**config.mk**
```make
export PLATFORM = sky130hd
export DESIGN_NAME = slow_down_velocity_profiler
export DESIGN_NICKNAME = d
export VERILOG_FILES = /design/src/hdl/sdvp_pkg.sv /design/src/hdl/sdvp_iter.sv /design/src/hdl/slow_down_velocity_profiler.sv
export SDC_FILE = /design/constraint.sdc
export NUM_CORES = 2
export LEC_CHECK = 0
export ABC_AREA = 0
export BUFFER_PORTS_ARGS = -buffer_cell sky130_fd_sc_hd__buf_4
export CAP_MARGIN = 25
export CORE_ASPECT_RATIO = 1.1
export CORE_MARGIN = 2
export CORE_UTILIZATION = 60
export CTS_CLUSTER_DIAMETER = 80
export DETAILED_ROUTE_END_ITERATION = 6
export HOLD_SLACK_MARGIN = 0.1
export PLACE_DENSITY_LB_ADDON = 0.08
export RECOVER_POWER = 100
export SLEW_MARGIN = 20
export SYNTH_ARGS = -nofsm -noshare
export SYNTH_HDL_FRONTEND = slang
export SYNTH_SLANG_ARGS = --single-unit
export TNS_END_PERCENT = 50
```
**constraint.sdc**
```tcl
create_clock -name clock -period 25.6 [get_ports clock]
set_clock_uncertainty 0.1 [all_clocks]
set_input_delay 3.84 -clock clock [delete_from_list [all_inputs] [get_ports clock]]
set_output_delay 3.84 -clock clock [all_outputs]
set_load 0.02 [all_outputs]
```
**src/hdl/sdvp_pkg.sv**
```systemverilog
// sdvp_pkg: shared types and constants for the slow-down velocity profiler
// used by sdvp_iter and slow_down_velocity_profiler; no dependencies

package sdvp_pkg;

   // shift-subtract unit sizes
   localparam int SRC_W  = 64;   // operand shifted in from the top
   localparam int RES_W  = 33;   // root or quotient
   localparam int REM_W  = 36;   // partial remainder
   localparam int DEN_W  = 17;   // divisor, twice the expand range
   localparam int STEP_W = 6;    // step counter

   // step counts for the three jobs of the unit
   localparam logic [STEP_W-1:0] SQRT64_STEPS = 6'd32;
   localparam logic [STEP_W-1:0] SQRT32_STEPS = 6'd16;
   localparam logic [STEP_W-1:0] DIV_STEPS    = 6'd33;

   // command from the sequencer to the shared unit
   typedef struct packed {
      logic                start;
      logic                is_div;
      logic [STEP_W-1:0]   steps;
   } sdvp_iter_cmd_type;

endpackage

```
**src/hdl/sdvp_iter.sv**
```systemverilog
// sdvp_iter: shared shift-subtract unit, floored square root or unsigned division
// one result bit per cycle; depends on sdvp_pkg

module sdvp_iter import sdvp_pkg::*; (
   input  logic                 clock,
   input  logic                 reset,
   input  sdvp_iter_cmd_type    cmd,
   input  logic [SRC_W-1:0]     src,
   input  logic [DEN_W-1:0]     den,
   output logic                 done,
   output logic [RES_W-1:0]     result
);

   logic                busy_ff;
   logic                done_ff;
   logic                is_div_ff;
   logic [STEP_W-1:0]   cnt_ff;
   logic [SRC_W-1:0]    src_ff;
   logic [DEN_W-1:0]    den_ff;
   logic [REM_W-1:0]    rem_ff;
   logic [RES_W-1:0]    res_ff;

   logic [REM_W-1:0]    rem_sh;
   logic [REM_W-1:0]    trial;
   logic                take;
   logic [REM_W-1:0]    rem_in;
   logic [RES_W-1:0]    res_in;
   logic [SRC_W-1:0]    src_in;

   // one digit: bring down bits, compare against trial, subtract
   always_comb begin
      if (is_div_ff) begin
         rem_sh = {rem_ff[REM_W-2:0], src_ff[SRC_W-1]};
         trial  = REM_W'(den_ff);
         src_in = {src_ff[SRC_W-2:0], 1'b0};
      end else begin
         rem_sh = {rem_ff[REM_W-3:0], src_ff[SRC_W-1 -: 2]};
         trial  = {1'b0, res_ff, 2'b01};
         src_in = {src_ff[SRC_W-3:0], 2'b00};
      end
      take   = (rem_sh >= trial);
      rem_in = take ? (rem_sh - trial) : rem_sh;
      res_in = {res_ff[RES_W-2:0], take};
   end

   always_ff @(posedge clock) begin
      if (reset) begin
         busy_ff <= 1'b0;
         done_ff <= 1'b0;
         cnt_ff  <= '0;
      end else begin
         // pulse after the last step
         done_ff <= !cmd.start && busy_ff && (cnt_ff == STEP_W'(1));
         if (cmd.start) begin
            busy_ff <= 1'b1;
            cnt_ff  <= cmd.steps;
         end else if (busy_ff) begin
            cnt_ff <= cnt_ff - STEP_W'(1);
            if (cnt_ff == STEP_W'(1)) begin
               busy_ff <= 1'b0;
            end
         end
      end
   end

   always_ff @(posedge clock) begin
      if (cmd.start) begin
         is_div_ff <= cmd.is_div;
         src_ff    <= src;
         den_ff    <= den;
         rem_ff    <= '0;
         res_ff    <= '0;
      end else if (busy_ff) begin
         src_ff <= src_in;
         rem_ff <= rem_in;
         res_ff <= res_in;
      end
   end

   assign done   = done_ff;
   assign result = res_ff;

`ifndef NO_ASSERTIONS
   a_no_restart: assert property (@(posedge clock) disable iff (reset)
      cmd.start |-> !busy_ff)
      else $error("iter: start while busy");

   a_done_idle: assert property (@(posedge clock) disable iff (reset)
      done_ff |-> !busy_ff)
      else $error("iter: done while busy");

   a_last_step: assert property (@(posedge clock) disable iff (reset)
      (busy_ff && cnt_ff == STEP_W'(1)) |=> done_ff)
      else $error("iter: last step gave no done");

   a_div_rem: assert property (@(posedge clock) disable iff (reset)
      (busy_ff && is_div_ff) |-> (rem_ff < REM_W'(den_ff)))
      else $error("iter: division remainder not below divisor");
`endif

endmodule

```
**src/hdl/slow_down_velocity_profiler.sv**
```systemverilog
// slow_down_velocity_profiler: top level, stream ports, register file and sequencer
// depends on sdvp_pkg and sdvp_iter

// Limits the velocity of trajectory points behind a slow-down start point. A word
// with req_tuser set opens a run: initial_velocity becomes the limit and a target
// min + (max-min)*max(deviation - width/2, 0)/range is worked out (saturated to
// 16 bits). Each later word of the run lowers the limit as if braking at max_decel
// over the floored distance from the previous point, never below the target, and
// gets min(limit, point_velocity); the word with req_tlast passes unchanged and
// closes the run. Words outside a run pass unchanged. One word is in work at a
// time and req_tready is low meanwhile; a finished result waits in the output
// register while the next word is taken. A run start costs a 33-step division,
// other run points a 32-step distance root plus a 16-step velocity root, fewer
// when the limit falls straight to the target. All roots and the division share
// one shift-subtract unit, all products one registered 32x32 multiplier.
// Registers: 0x00 max_decel, 0x04 min_slow_velocity, 0x08 max_slow_velocity,
// 0x0c expand_range, 0x10 body_width; write them only while idle.

module slow_down_velocity_profiler import sdvp_pkg::*; (
   input  logic          clock,
   input  logic          reset,
   // input words
   input  logic          req_tvalid,
   output logic          req_tready,
   input  logic [111:0]  req_tdata,  // pos_x, pos_y, point_velocity,
                                     // initial_velocity, obstacle_offset
   input  logic          req_tuser,  // run_start
   input  logic          req_tlast,  // run_last
   // result words
   output logic          rsp_tvalid,
   input  logic          rsp_tready,
   output logic [15:0]   rsp_tdata,  // limited_velocity
   output logic          rsp_tlast,  // last_out
   // register port
   input  logic          csr_psel,
   input  logic          csr_penable,
   input  logic          csr_pwrite,
   input  logic [4:0]    csr_paddr,
   input  logic [31:0]   csr_pwdata,
   output logic [31:0]   csr_prdata,
   output logic          csr_pready
);

   // register indexes (paddr[4:2])
   localparam logic [2:0] REG_MAX_DECEL = 3'd0;
   localparam logic [2:0] REG_MIN_SLOW  = 3'd1;
   localparam logic [2:0] REG_MAX_SLOW  = 3'd2;
   localparam logic [2:0] REG_RANGE     = 3'd3;
   localparam logic [2:0] REG_WIDTH     = 3'd4;

   // sequencer states
   localparam logic [3:0] ST_IDLE  = 4'd0;
   localparam logic [3:0] ST_DIFF  = 4'd1;
   localparam logic [3:0] ST_SQX   = 4'd2;
   localparam logic [3:0] ST_SQY   = 4'd3;
   localparam logic [3:0] ST_SUM   = 4'd4;
   localparam logic [3:0] ST_DIST  = 4'd5;
   localparam logic [3:0] ST_BRAKE = 4'd6;
   localparam logic [3:0] ST_V2    = 4'd7;
   localparam logic [3:0] ST_SUB   = 4'd8;
   localparam logic [3:0] ST_ROOT  = 4'd9;
   localparam logic [3:0] ST_LIMIT = 4'd10;
   localparam logic [3:0] ST_TPREP = 4'd11;
   localparam logic [3:0] ST_TMUL  = 4'd12;
   localparam logic [3:0] ST_TDIV  = 4'd13;
   localparam logic [3:0] ST_TWAIT = 4'd14;
   localparam logic [3:0] ST_APPLY = 4'd15;

   // configuration registers
   logic [14:0]  max_decel_ff;
   logic [15:0]  min_slow_ff;
   logic [15:0]  max_slow_ff;
   logic [15:0]  expand_range_ff;
   logic [12:0]  body_width_ff;

   // run state
   logic         run_active_ff;
   logic [31:0]  prev_x_ff;
   logic [31:0]  prev_y_ff;
   logic [15:0]  limit_ff;
   logic [15:0]  target_ff;

   // word in work
   logic [3:0]   state_ff;
   logic [3:0]   state_in;
   logic [31:0]  x_ff;
   logic [31:0]  y_ff;
   logic [15:0]  vel_ff;
   logic         last_ff;
   logic [15:0]  dev_ff;

   // datapath registers
   logic [32:0]  ax_ff;
   logic [32:0]  ay_ff;
   logic [63:0]  prod_ff;
   logic [63:0]  acc_ff;
   logic [15:0]  root_ff;
   logic [15:0]  mag_ff;
   logic         neg_ff;
   logic [16:0]  exc_ff;

   // output register
   logic         rsp_valid_ff;
   logic [15:0]  rsp_data_ff;
   logic         rsp_last_ff;

   logic         req_accept;
   logic         cfg_write;
   logic         rsp_free;

   logic [31:0]  mul_a;
   logic [31:0]  mul_b;

   sdvp_iter_cmd_type  iter_cmd;
   logic [SRC_W-1:0]   iter_src;
   logic [DEN_W-1:0]   iter_den;
   logic               iter_done;
   logic [RES_W-1:0]   iter_result;

   logic [32:0]  dxp;
   logic [32:0]  dxn;
   logic [32:0]  dyp;
   logic [32:0]  dyn;
   logic         huge;
   logic [63:0]  v2_left;
   logic [15:0]  range_eff;
   logic [16:0]  diff_p;
   logic [16:0]  diff_n;
   logic [17:0]  excess;
   logic [32:0]  div_num;
   logic [33:0]  tgt_up;
   logic [15:0]  tgt_sat;
   logic [15:0]  rsp_value;

   assign req_accept = req_tvalid && req_tready;
   assign req_tready = (state_ff == ST_IDLE);
   assign rsp_free   = !rsp_valid_ff || rsp_tready;
   assign cfg_write  = csr_psel && csr_penable && csr_pwrite && csr_pready;
   assign csr_pready = 1'b1;

   // register read
   always_comb begin
      unique case (csr_paddr[4:2])
         REG_MAX_DECEL: csr_prdata = {17'b0, max_decel_ff};
         REG_MIN_SLOW:  csr_prdata = {16'b0, min_slow_ff};
         REG_MAX_SLOW:  csr_prdata = {16'b0, max_slow_ff};
         REG_RANGE:     csr_prdata = {16'b0, expand_range_ff};
         REG_WIDTH:     csr_prdata = {19'b0, body_width_ff};
         default:       csr_prdata = '0;
      endcase
   end

   always_ff @(posedge clock) begin
      if (reset) begin
         max_decel_ff     <= 15'd1000;
         min_slow_ff      <= 16'd1000;
         max_slow_ff      <= 16'd5000;
         expand_range_ff  <= 16'd1000;
         body_width_ff    <= 13'd2000;
      end else if (cfg_write) begin
         unique case (csr_paddr[4:2])
            REG_MAX_DECEL: max_decel_ff     <= csr_pwdata[14:0];
            REG_MIN_SLOW:  min_slow_ff      <= csr_pwdata[15:0];
            REG_MAX_SLOW:  max_slow_ff      <= csr_pwdata[15:0];
            REG_RANGE:     expand_range_ff  <= csr_pwdata[15:0];
            REG_WIDTH:     body_width_ff    <= csr_pwdata[12:0];
            default: ;
         endcase
      end
   end

   // coordinate differences, both signs at once so abs is a mux
   assign dxp  = {x_ff[31], x_ff} - {prev_x_ff[31], prev_x_ff};
   assign dxn  = {prev_x_ff[31], prev_x_ff} - {x_ff[31], x_ff};
   assign dyp  = {y_ff[31], y_ff} - {prev_y_ff[31], prev_y_ff};
   assign dyn  = {prev_y_ff[31], prev_y_ff} - {y_ff[31], y_ff};

   // with braking on, a step of 2^31 mm or more brakes any 16-bit velocity to zero
   assign huge = ax_ff[32] || ax_ff[31] || ay_ff[32] || ay_ff[31];

   // v^2 minus braking term, only used when it is positive (below 2^32)
   assign v2_left = prod_ff - acc_ff;

   // target pieces: max-min as magnitude and sign, clearance excess doubled
   assign range_eff = (expand_range_ff == 16'd0) ? 16'd1 : expand_range_ff;
   assign diff_p    = {1'b0, max_slow_ff} - {1'b0, min_slow_ff};
   assign diff_n    = {1'b0, min_slow_ff} - {1'b0, max_slow_ff};
   assign excess    = {1'b0, dev_ff, 1'b0} - {5'b0, body_width_ff};

   // a falling target rounds the quotient up so min - quotient stays floored
   assign div_num = prod_ff[32:0] + (neg_ff ? (33'(iter_den) - 33'd1) : 33'd0);

   // target = min +/- quotient, saturated into 16 bits
   always_comb begin
      tgt_up = 34'(min_slow_ff) + 34'(iter_result);
      if (neg_ff) begin
         if (iter_result > 33'(min_slow_ff)) tgt_sat = 16'd0;
         else tgt_sat = min_slow_ff - iter_result[15:0];
      end else begin
         if (tgt_up > 34'(16'hFFFF)) tgt_sat = 16'hFFFF;
         else tgt_sat = tgt_up[15:0];
      end
   end

   // value handed out for the word in work
   assign rsp_value = (run_active_ff && !last_ff && (limit_ff < vel_ff)) ? limit_ff : vel_ff;

   // shared multiplier operands
   always_comb begin
      case (state_ff)
         ST_SQX:   begin mul_a = ax_ff[31:0];           mul_b = ax_ff[31:0]; end
         ST_SQY:   begin mul_a = ay_ff[31:0];           mul_b = ay_ff[31:0]; end
         ST_BRAKE: begin mul_a = {17'b0, max_decel_ff}; mul_b = iter_result[31:0]; end
         ST_V2:    begin mul_a = {16'b0, limit_ff};     mul_b = {16'b0, limit_ff}; end
         ST_TMUL:  begin mul_a = {16'b0, mag_ff};       mul_b = {15'b0, exc_ff}; end
         default:  begin mul_a = '0;                    mul_b = '0; end
      endcase
   end

   // shared root/divide unit commands
   always_comb begin
      iter_cmd        = '0;
      iter_cmd.is_div = (state_ff == ST_TDIV);
      iter_src        = '0;
      iter_den        = {range_eff, 1'b0};
      case (state_ff)
         ST_SUM: begin
            // distance = isqrt(dx^2 + dy^2)
            iter_cmd.start = 1'b1;
            iter_cmd.steps = SQRT64_STEPS;
            iter_src       = acc_ff + prod_ff;
         end
         ST_SUB: begin
            // new limit = isqrt(v^2 - brake), value left-aligned for 16 steps
            iter_cmd.start = (acc_ff < prod_ff);
            iter_cmd.steps = SQRT32_STEPS;
            iter_src       = {v2_left[31:0], 32'b0};
         end
         ST_TDIV: begin
            // |max-min| * excess / (2*range)
            iter_cmd.start = 1'b1;
            iter_cmd.steps = DIV_STEPS;
            iter_src       = {div_num, 31'b0};
         end
         default: ;
      endcase
   end

   sdvp_iter u_iter (
      .clock  (clock),
      .reset  (reset),
      .cmd    (iter_cmd),
      .src    (iter_src),
      .den    (iter_den),
      .done   (iter_done),
      .result (iter_result)
   );

   // sequencer next state
   always_comb begin
      state_in = state_ff;
      unique case (state_ff)
         ST_IDLE: begin
            if (req_accept) begin
               if (req_tuser) state_in = ST_TPREP;
               else if (run_active_ff) state_in = ST_DIFF;
               else state_in = ST_APPLY;
            end
         end
         ST_DIFF:  state_in = ST_SQX;
         ST_SQX: begin
            if (max_decel_ff == 15'd0 || huge) state_in = ST_LIMIT;
            else state_in = ST_SQY;
         end
         ST_SQY:   state_in = ST_SUM;
         ST_SUM:   state_in = ST_DIST;
         ST_DIST:  if (iter_done) state_in = ST_BRAKE;
         ST_BRAKE: state_in = ST_V2;
         ST_V2:    state_in = ST_SUB;
         ST_SUB:   state_in = (acc_ff < prod_ff) ? ST_ROOT : ST_LIMIT;
         ST_ROOT:  if (iter_done) state_in = ST_LIMIT;
         ST_LIMIT: state_in = ST_APPLY;
         ST_TPREP: state_in = ST_TMUL;
         ST_TMUL:  state_in = ST_TDIV;
         ST_TDIV:  state_in = ST_TWAIT;
         ST_TWAIT: if (iter_done) state_in = ST_APPLY;
         ST_APPLY: if (rsp_free) state_in = ST_IDLE;
         default:  state_in = ST_IDLE;
      endcase
   end

   // control and run state
   always_ff @(posedge clock) begin
      if (reset) begin
         state_ff      <= ST_IDLE;
         run_active_ff <= 1'b0;
         prev_x_ff     <= '0;
         prev_y_ff     <= '0;
         limit_ff      <= '0;
         target_ff     <= '0;
         rsp_valid_ff  <= 1'b0;
      end else begin
         state_ff <= state_in;
         // a new result may replace one taken in the same cycle
         if (state_ff == ST_APPLY && rsp_free) rsp_valid_ff <= 1'b1;
         else if (rsp_tready) rsp_valid_ff <= 1'b0;
         case (state_ff)
            ST_IDLE: begin
               if (req_accept && req_tuser) begin
                  run_active_ff <= 1'b1;
                  limit_ff      <= req_tdata[95:80];
               end
            end
            ST_TWAIT: if (iter_done) target_ff <= tgt_sat;
            ST_LIMIT: limit_ff <= (root_ff > target_ff) ? root_ff : target_ff;
            ST_APPLY: begin
               if (rsp_free) begin
                  if (run_active_ff) begin
                     prev_x_ff <= x_ff;
                     prev_y_ff <= y_ff;
                     if (last_ff) run_active_ff <= 1'b0;
                  end
               end
            end
            default: ;
         endcase
      end
   end

   // payload registers
   always_ff @(posedge clock) begin
      prod_ff <= {32'b0, mul_a} * {32'b0, mul_b};
      case (state_ff)
         ST_IDLE: begin
            if (req_accept) begin
               x_ff    <= req_tdata[31:0];
               y_ff    <= req_tdata[63:32];
               vel_ff  <= req_tdata[79:64];
               dev_ff  <= req_tdata[111:96];
               last_ff <= req_tlast;
            end
         end
         ST_DIFF: begin
            ax_ff <= dxp[32] ? dxn : dxp;
            ay_ff <= dyp[32] ? dyn : dyp;
         end
         ST_SQX: begin
            // no deceleration keeps the limit, a huge step drops it to the target
            if (max_decel_ff == 15'd0) root_ff <= limit_ff;
            else root_ff <= '0;
         end
         ST_SQY:  acc_ff <= prod_ff;
         ST_V2:   acc_ff <= {prod_ff[62:0], 1'b0};
         ST_SUB:  root_ff <= '0;
         ST_ROOT: if (iter_done) root_ff <= iter_result[15:0];
         ST_TPREP: begin
            neg_ff <= diff_p[16];
            mag_ff <= diff_p[16] ? diff_n[15:0] : diff_p[15:0];
            exc_ff <= excess[17] ? 17'd0 : excess[16:0];
         end
         ST_APPLY: begin
            if (rsp_free) begin
               rsp_data_ff <= rsp_value;
               rsp_last_ff <= last_ff;
            end
         end
         default: ;
      endcase
   end

   assign rsp_tvalid = rsp_valid_ff;
   assign rsp_tdata  = rsp_data_ff;
   assign rsp_tlast  = rsp_last_ff;

`ifndef NO_ASSERTIONS
   a_root_not_up: assert property (@(posedge clock) disable iff (reset)
      (state_ff == ST_LIMIT) |-> (root_ff <= limit_ff))
      else $error("braking raised the limit");

   a_iter_waited: assert property (@(posedge clock) disable iff (reset)
      iter_done |-> (state_ff == ST_DIST || state_ff == ST_ROOT || state_ff == ST_TWAIT))
      else $error("root/divide result arrived outside a wait state");

   a_apply_holds: assert property (@(posedge clock) disable iff (reset)
      (state_ff == ST_APPLY && rsp_valid_ff && !rsp_tready) |=> (state_ff == ST_APPLY))
      else $error("result written over a waiting word");

   a_busy_after_take: assert property (@(posedge clock) disable iff (reset)
      req_accept |=> (state_ff != ST_IDLE))
      else $error("word taken but sequencer idle");
`endif

endmodule

```
==> results.json <==
{
  "relSlewSlack": -2.942,
  "seq_area_frac_synth": 0.2141,
  "critPathMaxFanout": 34,
  "post_synth_main_area_contributors": "fa_1 22%, edfxtp_1 14%, ha_1 11%, dfxtp_1 7.7%, inv_1 6.7%",
  "routed_wl_um": 269800,
  "worstReg2RegStart": "state_ff[2]$_SDFFE_PP0P_",
  "grt_use_total": 0.3844,
  "ant_nets": 0,
  "final_nets": 11240,
  "cts_root_buf": "clkbuf_16",
  "place_congestion": 1.007,
  "reg2reg_depth": 35,
  "die_w_um": 357.2,
  "cts_inserted_buffers": 80,
  "status": "complete, but fails checks",
  "cts_hold_buf": 0,
  "power_density_mw_per_mm2": 87.54,
  "clock_latency_ps": 710,
  "die_h_um": 392.5,
  "drt_iter0_markers": 6461,
  "start_util": 0.6041,
  "hold_path_depth": 2,
  "finalSetupTns_ps": 0,
  "grt_pass1_wl_um": 408100,
  "viasPerCell": 6.126,
  "vdd_drop_max_mv": 0.08525,
  "p_leak_nw": 40.15,
  "coreArea_mm2": 0.1363,
  "drive_gt1_frac": 0.06397,
  "postCtsResizedCells": 0,
  "wl_per_cell_um": 23.85,
  "route.vias.total": 69300,
  "synthFlopType": "edfxtp_1",
  "drc": 0,
  "clockBufferDepth": 3,
  "io_pins": 210,
  "first_pass_iters": 6,
  "worst_hold_startpoint": "target_ff[6]$_SDFFE_PP0P_",
  "timing.final.crit_share": 0.5486,
  "ys_ff_latch": 693,
  "worstReg2RegEnd": "prod_ff[63]$_DFF_P_",
  "grt_max_degree": 110,
  "cts_tree": "done",
  "overflow": 0,
  "ys_warn_count": 0,
  "violations": "capacitance limit, slew limit",
  "regToRegSetupSlack_ps": 11560,
  "place_inst": 11150,
  "hp-class": "reg2reg",
  "avgSynthCellArea_um2": 8.694,
  "post_cts.repair.setup_buffers": 0,
  "required_ps": 26020,
  "mappedNetlistArea_mm2": 0.08233,
  "htreeDepth": 3,
  "finalHoldViolations": 0,
  "drv_cap": 24,
  "synth_top_cell_area_share": 0.2210,
  "synth_top_area_cell": "fa_1",
  "rsz0062_at_grt": "no",
  "hpwl_um": 209200,
  "tightest_slew_ps": 5913,
  "cp-start-kind": "register",
  "ys_types": 114,
  "synth_edf_count": 375,
  "fin_crit_ps": 14040,
  "max_freq_mhz": 71.21,
  "min_to": "target_ff[6]$_SDFFE_PP0P_",
  "slowest_delay_ps": 1380,
  "clk_pin_slew_ps": 60,
  "final_cells": 11310,
  "antenna_found_initial": 15,
  "syn_inst": 9470,
  "grt_pass1_vias": 68700,
  "async_flop_share": 0,
  "setup-violations-final": 0,
  "port_buffers": 174,
  "worstPathArrival_ps": 14470,
  "p_total_w": 0.007740,
  "worstSetupEndpointType": "register",
  "fp.dieArea_mm2": 0.1402,
  "drv_slew": 1095,
  "fin_util": 0.6488,
  "critical-path-slowest-cell": "dfxtp_1",
  "cts.sinks": 693,
  "cp_common_cell": "inv_1",
  "num_rows": 142,
  "syn_to_final_growth_pct": 7.386,
  "critical_path_class": "reg2reg"
}
-- Yosys cell counts (19+ instances only) --
cell type,number
a211o_1,24
a211oi_1,100
a21boi_0,23
a21o_1,191
a21oi_1,639
a221o_1,41
a221oi_1,59
a22o_1,31
a31oi_1,50
and2_1,28
and3_1,39
buf_1,27
buf_2,42
buf_4,21
clkbuf_1,400
dfxtp_1,318
edfxtp_1,375
fa_1,909
ha_1,740
inv_1,1463
mux2_2,62
mux2i_1,209
nand2_1,1032
nand2b_1,65
nand3_1,80
nand3b_1,19
nand4_1,70
nor2_1,970
nor2b_1,74
nor3_1,97
nor4_1,31
o211ai_1,37
o21a_1,42
o21ai_0,318
o21ai_1,21
o21bai_1,93
o221ai_1,24
o22ai_1,57
o31ai_1,36
or2_2,21
or3_1,37
xnor2_1,214
xor2_1,87
-- logic make-up after synthesis --
logic type,after synthesis,synth area share
adders and majority gates,1649,0.3335
buffers and inverters,1969,0.09173
AOI/OAI and AO/OA,1954,0.1554
xor gates and xnor gates,301,0.03202
other,2,0.00009122
and+or+nand+nor,2618,0.1372
DFF,693,0.2141
muxes,284,0.03599
-- power breakdown --
part / leakage, nW / internal (W) / switching, W
clock: 1.48 / 0.000770 / 0.000523
sequential: 6.04 / 0.00153 / 0.000230
combinational: 32.6 / 0.00161 / 0.00307
total: 40.2 / 0.00392 / 0.00382
-- stage by stage --
| stage | setup slack (ps) | area [um^2] | hold slack, ps |
|---|---|---|---|
| 2_1_floorplan | 16390 | 82390 | 332.0 |
| 3_3_place_gp | 13960 | 85720 | 351.8 |
| 3_5_place_dp | 14240 | 85790 | 355.6 |
| 4_1_cts | 14150 | 88800 | 368.7 |
| 5_1_grt | 11110 | 88390 | 396.4 |
| 6_report | 11560 | 88410 | 368.8 |
-- metal layers --
layer / part of all wire / GRT usage / wire length, um
met4: 0.070 / 0.2251 / 18840
met2: 0.45 / 0.6142 / 121800
met3: 0.092 / 0.07313 / 24730
met1: 0.39 / 0.4867 / 104200
met5: 0.00097 / 0.004912 / 262
-- layout make-up --
| class | count | area [um^2] |
|---|---|---|
| antenna | 8 | 20.02 |
| clock buffer | 98 | 2290 |
| clock inverter | 52 | 718.2 |
| fill | 11670 | 47860 |
| inverter | 1475 | 5538 |
| multi-input combinational | 6823 | 57540 |
| sequential | 693 | 17630 |
| tap | 1800 | 2252 |
| timing repair buffer | 363 | 2417 |
-- state kept, by name (all words and copies together), names as in the netlist, 17 cells and up --
register and flops:
ay_ff 33, prod_ff 64, u_iter.rem_ff 35, prev_x_ff 32
ax_ff 33, y_ff 32, u_iter.result 33, u_iter.src_ff 64
exc_ff 17, acc_ff 64, prev_y_ff 32, x_ff 32
-- worst max-delay path, delay by kind of cell, from the launching register on --
kind / cells / cell delay [ps]
DFF: 1 / 1380
buffers and inverters: 9 / 2410
xor gates and xnor gates: 1 / 150
adders and majority gates: 9 / 3960
AOI/OAI and AO/OA: 10 / 4850
and+or+nand+nor: 6 / 980
-- cell usage in the layout (no fill, tap or decap), types with 37 or more instances in the layout --
cell type,synthesis,layout
o21ai_0,318,326
buf_4,21,187
clkbuf_4,0,89
nor2_1,970,968
o21a_1,42,42
fa_1,909,909
clkbuf_16,0,88
mux2_2,62,61
xnor2_1,214,214
a221o_1,41,40
a21o_1,191,191
nand3_1,80,80
clkbuf_1,400,90
nand4_1,70,70
inv_1,1463,1462
nor2b_1,74,73
and3_1,39,38
nor3_1,97,92
o22ai_1,57,57
o31ai_1,36,38
o21bai_1,93,93
dfxtp_1,318,317
o211ai_1,37,37
xor2_1,87,87
a21oi_1,639,632
mux2i_1,209,209
a211oi_1,100,101
nand2_1,1032,1031
edfxtp_1,375,375
nand2b_1,65,65
a31oi_1,50,50
ha_1,740,740
-- how the worst max path moves through the flow --
stage                              from  slack, ps  cells after the start             endpoint
2_1_floorplan              csr_paddr[4]      16390                      6       csr_prdata[10]
3_3_place_gp   state_ff[0]$_SDFFE_PP0P_      13960                     28  prod_ff[44]$_DFF_P_
3_5_place_dp   state_ff[0]$_SDFFE_PP0P_      14240                     32  prod_ff[44]$_DFF_P_
4_1_cts        state_ff[0]$_SDFFE_PP0P_      14150                     32  prod_ff[44]$_DFF_P_
5_1_grt        state_ff[2]$_SDFFE_PP0P_      11110                     35  prod_ff[63]$_DFF_P_
6_report       state_ff[2]$_SDFFE_PP0P_      11560                     35  prod_ff[63]$_DFF_P_
Note: power is estimated with default switching activity, not from simulation.
